`src/acm_pkg.sv`:
```
`timescale 1ns / 1ps

package acm_pkg;

  // Number of class positions the confusion store is built for.
  localparam int MAX_CLASSES = 16;
  // Position and predicted class: 0 .. MAX_CLASSES, where MAX_CLASSES means none.
  localparam int POS_W = $clog2(MAX_CLASSES + 1);
  // Row or column index of one confusion cell.
  localparam int IDX_W = $clog2(MAX_CLASSES);
  localparam int CELL_W = 2 * IDX_W;
  localparam int CELLS = MAX_CLASSES * MAX_CLASSES;

  // Field widths that are fixed by the interface.
  localparam int CLASS_W = 5;
  localparam int LABEL_W = 4;
  localparam int RESULT_W = 32;

  localparam logic [CLASS_W-1:0] NUM_CLASSES_RESET = CLASS_W'(MAX_CLASSES);

  // Register index as decoded from the APB address.
  localparam logic REG_NUM_CLASSES = 1'b0;

  typedef enum logic {
    OP_SCORE = 1'b0,
    OP_READ  = 1'b1
  } acm_op_t;

  typedef enum logic {
    KIND_VERDICT = 1'b0,
    KIND_CELL    = 1'b1
  } acm_kind_t;

  typedef enum logic {
    ST_OK      = 1'b0,
    ST_UNKNOWN = 1'b1
  } acm_status_t;

  // One result request handed from the argmax stage to the store stage.
  typedef struct packed {
    acm_kind_t         kind;
    logic [POS_W-1:0]  pred;
    acm_status_t       status;
    logic              hit;
    logic              bump;
    logic [CELL_W-1:0] addr;
  } acm_req_t;

endpackage

```
`src/acm_argmax.sv`:
```
`timescale 1ns / 1ps

module acm_argmax #(
  parameter int SCORE_BITS = 16,
  parameter int COUNT_BITS = 32
) (
  input  logic                           clk,
  input  logic                           rst,
  input  logic                           accept,
  input  acm_pkg::acm_op_t               opcode,
  input  logic signed [SCORE_BITS-1:0]   score,
  input  logic                           score_not_finite,
  input  logic                           last_of_sample,
  input  logic [acm_pkg::LABEL_W-1:0]    true_label,
  input  logic [acm_pkg::LABEL_W-1:0]    cell_row,
  input  logic [acm_pkg::LABEL_W-1:0]    cell_col,
  input  logic [acm_pkg::CLASS_W-1:0]    num_classes,
  output logic                           req_valid,
  output acm_pkg::acm_req_t              req,
  output logic [COUNT_BITS-1:0]          samples_next,
  output logic [COUNT_BITS-1:0]          correct_next
);
  import acm_pkg::*;

  localparam logic [POS_W-1:0] POS_NONE = POS_W'(MAX_CLASSES);

  // Running argmax of the sample in progress and the sample counters.
  logic signed [SCORE_BITS-1:0] best_score, best_score_next;
  logic [POS_W-1:0]             best_pos, best_pos_next;
  logic [POS_W-1:0]             pos, pos_next;
  logic [COUNT_BITS-1:0]        samples, correct;

  logic                         take;
  logic                         wins;
  logic [POS_W-1:0]             pred;
  logic [CLASS_W-1:0]           classes_used;
  logic                         unknown;
  logic                         match;
  logic                         bad_cell;

  // A finite element inside the store range wins on a strict increase or
  // when nothing finite has been seen yet.
  assign take = !score_not_finite && (pos < POS_NONE);
  assign wins = take && ((best_pos >= POS_NONE) || (score > best_score));
  assign pred = wins ? pos : best_pos;

  assign classes_used = (num_classes > CLASS_W'(MAX_CLASSES)) ?
                        CLASS_W'(MAX_CLASSES) : num_classes;
  assign unknown = (CLASS_W'(pred) >= classes_used) ||
                   (CLASS_W'(true_label) >= classes_used);
  assign match = (pred == POS_W'(true_label));
  assign bad_cell = (CLASS_W'(cell_row) >= CLASS_W'(MAX_CLASSES)) ||
                    (CLASS_W'(cell_col) >= CLASS_W'(MAX_CLASSES));

  // Next argmax state, counters and the request for the store stage.
  always_comb begin
    best_score_next = best_score;
    best_pos_next   = best_pos;
    pos_next        = pos;
    samples_next    = samples;
    correct_next    = correct;
    req_valid       = 1'b0;
    req             = '0;
    case (opcode)
      OP_READ: begin
        req_valid  = 1'b1;
        req.kind   = KIND_CELL;
        req.status = bad_cell ? ST_UNKNOWN : ST_OK;
        req.addr   = {cell_row[IDX_W-1:0], cell_col[IDX_W-1:0]};
      end
      default: begin
        if (wins) begin
          best_score_next = score;
          best_pos_next   = pos;
        end
        if (pos < POS_NONE) begin
          pos_next = pos + 1'b1;
        end
        if (last_of_sample) begin
          req_valid       = 1'b1;
          req.kind        = KIND_VERDICT;
          req.pred        = pred;
          req.status      = unknown ? ST_UNKNOWN : ST_OK;
          req.hit         = !unknown && match;
          req.bump        = !unknown;
          req.addr        = {true_label[IDX_W-1:0], pred[IDX_W-1:0]};
          if (!unknown) begin
            samples_next = (samples == '1) ? samples : samples + 1'b1;
            if (match) begin
              correct_next = (correct == '1) ? correct : correct + 1'b1;
            end
          end
          best_score_next = '0;
          best_pos_next   = POS_NONE;
          pos_next        = '0;
        end
      end
    endcase
  end

  always_ff @(posedge clk) begin
    if (rst) begin
      best_score <= '0;
      best_pos   <= POS_NONE;
      pos        <= '0;
      samples    <= '0;
      correct    <= '0;
    end else if (accept) begin
      best_score <= best_score_next;
      best_pos   <= best_pos_next;
      pos        <= pos_next;
      samples    <= samples_next;
      correct    <= correct_next;
    end
  end

endmodule

```
`config.mk`:
```
export PLATFORM = sky130hd
export DESIGN_NAME = acm_argmax
export DESIGN_NICKNAME = d
export VERILOG_FILES = /design/src/acm_pkg.sv /design/src/acm_argmax.sv
export SDC_FILE = /design/constraint.sdc
export NUM_CORES = 1
export LEC_CHECK = 0
export BUFFER_PORTS_ARGS = -buffer_cell sky130_fd_sc_hd__buf_2
export CAP_MARGIN = 20
export CORE_MARGIN = 2
export CORE_UTILIZATION = 55
export CTS_CLUSTER_DIAMETER = 60
export CTS_CLUSTER_SIZE = 14
export DETAILED_ROUTE_END_ITERATION = 16
export HOLD_SLACK_MARGIN = 0.06
export MAX_ROUTING_LAYER = met4
export PLACE_DENSITY_LB_ADDON = 0.3
export SYNTH_ARGS = -nofsm -noshare
export SYNTH_HDL_FRONTEND = slang
export SYNTH_SLANG_ARGS = --single-unit
```
`constraint.sdc`:
```
create_clock -name clk -period 7.1 [get_ports clk]
set_input_delay 0.355 -clock clk [delete_from_list [all_inputs] [get_ports clk]]
set_output_delay 0.355 -clock clk [all_outputs]
set_load 0.005 [all_outputs]
```
==> summary.md, run 1 <==
| Metric | Value |
|---|---|
| Outcome | finished clean |
| WS Path Type | register to output port |
| Seq cells post-synth | 90 |
| Worst path required time | 6.74 ns |
| Max_cap viols | 0 |
| Dominant cells by area after synthesis | dfxtp_1 30%, xor2_1 9.4%, nor2_1 6.1% |
| Synth cell count leaders | 99 x nor2_1, 90 x dfxtp_1, 71 x nand2_1 |
| Vias/cell | 5.703 |
| Pleak | ~3.0 nW |
| Input/output buffers | 120 |
| Initial Utilization | 56.33% |
| CP top delay family | simple AND/OR/NAND/NOR gates |
| Clk_skew | 0.006528 ns |
| Final-report hold violation count | 0 |
| Crit-path max FO | 27 |
| Hold Path Class | input port to register |
| Net Count, Synth | 843 |
| RSZ-0062 raised after global routing | false |
| Most frequent cell after synthesis | nor2_1 |
| Area leader, netlist | dfxtp_1 |
| Hold_buf cts | 0 |
| Number of global-route vias before repair | 5249 |
| Setup crit end kind | output port |
| Largest stage delay on the critical path | about 0.66 ns |
| Diode count | 0 |
| Root Buffer | clkbuf_8 |
| Pre-Repair DR Iteration Count | 5 |
| CTS tree | yes |
| Synth Instances | just under 800 |
| Tcrit/Tclk final | 85.53% |
| Seq/Total Area, Yosys | 29.64% |
| Nets | 935 |
| Die span in x | 109.1 um |
| Fmax | roughly 160 MHz |
| P&R area growth vs syn | 12.86% |
| Setup TNS | 0 ns |
| Final Power | between 0.9 and 1 mW |
| Peak VDD IR | 0.09301 mV |
| Final WL | 15060 um |
| First-pass GRT wire length | between 20000 and 25000 um |
| Arr. time, crit path | 5.72 ns |
| Max Root-Sink Buffers | 2 |
| Top-area cell type share of the netlist area | 29.64% |
| Synthesized cell area | 6080 um^2 |
| Num CTS Buffers | 9 |
| Critical path cell sequence | inv_1 -> ha_1 -> nand4_1 -> a2111oi_0 -> nor4_2 -> o21ai_4 -> mux2i_1 -> ha_1 -> nand2b_1 -> a21o_1 -> a21o_1 -> a21oi_1 -> o211ai_1 -> inv_2 -> nand4_2 -> nor4_1 -> xor2_1 -> buf_2 |
| Top-level I/O count | 121 |
| Total GRT Usage | about a quarter |
| Share of synthesized registers carrying an async set or reset | 0% |
| Startpoint types | register |
| Antenna Nets Post-Route | 0 |
| GRT overflow | 0 |
| Per-cell routed wire length | 14.87 um |
| Most common flop cell mapped by yosys | dfxtp_1 |
| Vias | 5777 |
| Initial drt markers | 332 |
| Post-CTS Resized | 0 |
| Number of enable flip-flop cells after synthesis | 0 |
| Measured slew at the worst slew-check pin | 0.9871 ns |
| Die height | around 110 um |
| Power per Cell Area | between 100 and 150 nW/um^2 |
| Min Clock Period, post-route | 6.073 ns |
| H-tree Lvls | 3 |
| Relative slew slack | roughly 34% |
| Sink Count | 90 |
| Initial antenna violation count | 0 |
| Max-slew violation count | 0 |
| Layout fillers | between 900 and 1000 |
| Syn. warnings | 0 |
| Layout cells sized above 1 | 19.47% |
| DIE AREA | 11910 um^2 |
| GPL Wtd Cong | 0.9199 |
| Area of the core | ~11000 um^2 |
| Post-CTS setup buffers | 0 |
| Clk slew on worst S/H paths | 0.09 ns |
| Core Rows | 38 |
| Final HPWL DP | ~11000 um |
| Distinct cells, synth | 59 |
| Worst Path Buf+Inv | 3 |
| Setup Viol. Count Final | 0 |
| Largest net degree at the start of global routing | 93 |
| Clock Latency Late Sink | around 0.38 ns |
| Post-Syn Area per Cell | 7.835 um^2 |
| Slowest-stage cell, CP | a2111oi_0 |
| DRC Markers | 0 |
-- through the flow --
stage / instances / worst slack, ns / area [um^2] / util (%) / hold WS [ns]
4_1_cts: 1012 / 1.069 / 6854 / 63.51 / 0.2423
3_3_place_gp: 996 / 1.690 / 6671 / 61.81 / 0.4786
3_5_place_dp: 996 / 1.384 / 6671 / 61.81 / 0.4891
6_report: 1013 / 1.027 / 6862 / 63.58 / 0.2468
2_1_floorplan: 776 / 2.588 / 6080 / - / 0.4654
5_1_grt: 1013 / 0.6203 / 6862 / 63.58 / 0.2602
-- final timing paths --
path	startpoint	end	slack, ns	cells after the start
min	score[12]	best_score[12]	0.25	3
min reg2reg	best_score[3]	best_score[3]	0.50	2
max reg2reg	best_score[15]	correct[17]	1.77	17
max	best_score[15]	correct_next[27]	1.03	18
-- kinds of logic after synthesis --
family	count (synthesis)	synth area share, %
compound gates	115	12.18
xor+xnor	100	14.41
fa+ha+maj	28	5.763
buf+inv	73	5.124
flops	90	29.64
mux	11	2.037
simple gates	359	30.85
-- worst register-to-register path: stages, from the launching register on --
cell       delay [ns]
dfxtp_1          0.34
inv_1            0.05
ha_1             0.31
nand4_1          0.21
a2111oi_0        0.66
nor4_2           0.17
o21ai_4          0.27
mux2i_1          0.35
ha_1             0.28
nand2b_1         0.14
a21o_1           0.17
a21o_1           0.17
a21oi_1          0.16
o211ai_1         0.23
inv_2            0.23
nand4_2          0.62
nor4_1           0.50
mux2_2           0.37
-- routing by layer --
metal	track usage (%)	share of wire (%)
met5	-	0
met4	8.516	1.6
met3	4.065	5.6
met2	42.99	48
met1	31.57	45
-- flip-flops by register name, summed over array words and instances (netlist names) --
name / count
pos: 5
correct: 32
samples: 32
best_pos: 5
best_score: 16
-- cell type report --
class / instances / area [um^2] / share of cell area [%]
timing repair buffer: 122 / 615.6 / 8.972
inverter: 32 / 120.1 / 1.751
sequential: 90 / 1802 / 26.26
clock buffer: 14 / 172.7 / 2.516
multi-input combinational: 613 / 3966 / 57.80
clock inverter: 2 / 10.01 / 0.1459
tap: 140 / 175.2 / 2.553
-- power breakdown --
group          total (mW)  internal (mW)  switching [mW]
Clock               0.342          0.156           0.186
Sequential          0.511          0.508         0.00312
Combinational       0.102         0.0397          0.0620
Total               0.954          0.703           0.251
-- cell usage in the layout, fill, tap and decap left out, types with 3 or more instances in the layout --
cell type,Yosys,routed
xor2_1,65,65
o21ai_0,27,27
and4_1,11,11
nand2_1,71,71
xnor2_1,35,35
or3_1,24,24
ha_1,28,28
nand3_1,39,39
mux2_2,8,8
and3_1,8,8
a21o_1,8,8
nor2_1,99,99
nand4_1,22,22
o31ai_1,4,4
and2_1,9,9
nor3_1,22,22
nor4_1,8,8
or4_1,12,12
o211ai_1,7,7
or2_2,7,7
a22oi_1,19,19
dfxtp_1,90,90
nor2b_1,6,6
nand2b_1,4,4
clkbuf_8,0,12
inv_1,31,31
nand4_2,3,3
buf_2,5,120
a21oi_1,37,37
Power figures use the tool's default switching activity.
==> inputs of run 2 (changes only) <==
--- a/config.mk
+++ b/config.mk
@@ -12,6 +12,7 @@
 export CTS_CLUSTER_DIAMETER = 60
 export CTS_CLUSTER_SIZE = 14
 export DETAILED_ROUTE_END_ITERATION = 16
+export GPL_TIMING_DRIVEN = 0
 export HOLD_SLACK_MARGIN = 0.06
 export MAX_ROUTING_LAYER = met4
 export PLACE_DENSITY_LB_ADDON = 0.3
==> run 2 against run 1 <==
Die area stayed put. Final cell count is 3.8% higher. Cell area is 2.8% higher. Non-clock buffer count is 38 higher. Global-route usage is 0.21 points higher. Utilization is 1.8 points higher. Critical endpoint is now samples_next[25]. Sequential cell count stayed put. Worst setup slack better by 0.21 ns. Sequential share of layout area is 0.71 points lower. Sequential power hardly changed. Via count is 1.9% higher. Total power is 2.9% higher.
==> summary.md, run 2 (synthesized netlist as in run 1, its figures left out) <==
| Metric | Value |
|---|---|
| Outcome | finished clean |
| Root Buffer | clkbuf_8 |
| Commonest non-fill, non-tap cell in the layout | buf_2 |
| CP top delay family | compound AO/OA/AOI/OAI gates |
| Setup Viol. Count Final | 0 |
| First-pass GRT wire length | 23950 um |
| Area of the core | 10790 um^2 |
| Slowest-stage cell, CP | a2111oi_0 |
| Pleak | 3.038 nW |
| DIE AREA | 11910 um^2 |
| Initial Utilization | 56.33% |
| Routing usage on met1 | 34.58% |
| Die span in x | 109.1 um |
| Input/output buffers | ~120 |
| Hold_buf cts | 0 |
| Vias | 5889 |
| Setup crit end kind | output port |
| Critical path cell sequence | inv_1 -> ha_1 -> nand4_1 -> a2111oi_0 -> nor4_2 -> o21ai_4 -> mux2i_1 -> ha_1 -> nand2b_1 -> a21o_1 -> a21o_1 -> a21oi_1 -> o211ai_1 -> inv_2 -> nand4_1 -> nor2_1 -> nand2_1 -> xnor2_1 -> buf_2 |
| Crit-path max FO | 10 |
| GRT overflow | 0 |
| Most used routing layer | met2 |
| Min Clock Period, post-route | slightly below 6 ns |
| Max Root-Sink Buffers | 2 |
| Peak VDD IR | 0.07546 mV |
| Core Rows | 38 |
| CTS tree | yes |
| Vias/cell | 5.603 |
| Final WL | 15230 um |
| WS Path Type | register to output port |
| Final hold slack | 0.2527 ns |
| Largest regs | correct x32, samples x32, best_score x16 |
| Post-CTS setup buffers | 0 |
| Relative slew slack | 42.40% |
| Layout fillers | 956 |
| Total GRT Usage | 25.90% |
| Met3 usage | under 10% |
| Worst Path Buf+Inv | 3 |
| Nets | 973 |
| Antenna Nets Post-Route | 0 |
| Top-level I/O count | 121 |
| Fmax | between 150 and 200 MHz |
| Final Power | 0.9823 mW |
| Post-CTS Resized | 0 |
| Final Cell Area | just over 7000 um^2 |
| Max_cap viols | 0 |
| GPL Wtd Cong | 0.8997 |
| P&R area growth vs syn | 16.01% |
| Initial antenna violation count | 0 |
| Power per Cell Area | between 100 and 150 nW/um^2 |
| Final HPWL DP | 11240 um |
| Cell Area, Placed | just under 7000 um^2 |
| Worst path required time | about 6.7 ns |
| Final-report hold violation count | 0 |
| Diode count | 0 |
| Pre-Repair DR Iteration Count | 5 |
| H-tree Lvls | 3 |
| Commonest non-fill, non-tap cells in the layout | 124 x buf_2, 99 x nor2_1, 90 x dfxtp_1 |
| DRC Markers | 0 |
| Startpoint types | register |
| Num CTS Buffers | 9 |
| Number of global-route vias before repair | 5118 |
| Setup TNS | 0 ns |
| Layout cells sized above 1 | between 15 and 20% |
| Measured slew at the worst slew-check pin | 0.8574 ns |
| Clk slew on worst S/H paths | 0.10 ns |
| Tcrit/Tclk final | 82.52% |
| Per-cell routed wire length | between 10 and 15 um |
| Largest stage delay on the critical path | 0.72 ns |
| Clock Latency Late Sink | 0.36 ns |
| Met2 Use GR | ~42% |
| Largest net degree at the start of global routing | 16 |
| Initial drt markers | 390 |
| Clk_skew | between 0.015 and 0.02 ns |
| RSZ-0062 raised after global routing | false |
| Hold Path Class | input port to register |
| Sink Count | 90 |
| Max-slew violation count | 0 |
| Arr. time, crit path | 5.50 ns |
| Die height | approximately 110 um |
[run 2: cell types whose count changed in the layout (fill, tap and decap cells not counted), sizes merged]
cell,previous run,this run
clkinv,2,3
clkinvlp,0,1
inv,32,33
bufinv,0,1
buf,122,131
clkbuf,14,39
[run 2: power by group]
part,leakage [nW],internal (mW),switching [mW],total [mW]
Sequential,0.726,0.508,0.00300,0.511
Clock,0.103,0.173,0.192,0.365
Combinational,2.21,0.0411,0.0654,0.107
Total,3.04,0.722,0.260,0.982
[run 2: final timing paths]
| check | from | cells past startpoint | endpoint | slack (ns) |
|---|---|---|---|---|
| hold reg to reg | best_score[9] | 2 | best_score[9] | 0.50 |
| setup reg to reg | best_score[15] | 18 | samples[27] | 1.97 |
| setup / recovery | best_score[15] | 19 | samples_next[25] | 1.24 |
| hold / removal | rst | 3 | correct[3] | 0.25 |
[run 2: per-layer routing]
metal  routed length (um)  share of wire, %
met3                  869               5.7
met1                 6983                46
met2                 7119                47
met4                  254               1.7
met5                    0                 0
[run 2: worst reg2reg max path, stage by stage (launching register included)]
cell and delay, ns:
dfxtp_1 0.35, inv_1 0.05, ha_1 0.32, nand4_1 0.21, a2111oi_0 0.72, nor4_2 0.17, o21ai_4 0.30, mux2i_1 0.39
ha_1 0.29, nand2b_1 0.14, a21o_1 0.17, a21o_1 0.17, a21oi_1 0.19, o211ai_1 0.26, inv_2 0.27, nand4_1 0.38
or3_1 0.49, xor2_1 0.13, nor2_1 0.05
[run 2: final cells by class]
type	instances	area (um^2)	area share, %
multi-input cells	613	3966	56.24
flip-flops and latches	90	1802	25.55
repair buffers	119	595.6	8.444
plain buffers	41	191.4	2.714
well taps	140	175.2	2.484
clock buffers	10	137.6	1.951
inverters	32	120.1	1.703
clock inverters	6	65.06	0.9225
[run 2: stage by stage]
step                cells  setup slack, ns  util (%)
floorplan             776            2.588         -
global placement     1035            1.611     63.47
detailed placement   1035            1.504     63.47
CTS                  1051            1.232     65.35
global route         1051           0.7721     65.35
finish               1051            1.241     65.35
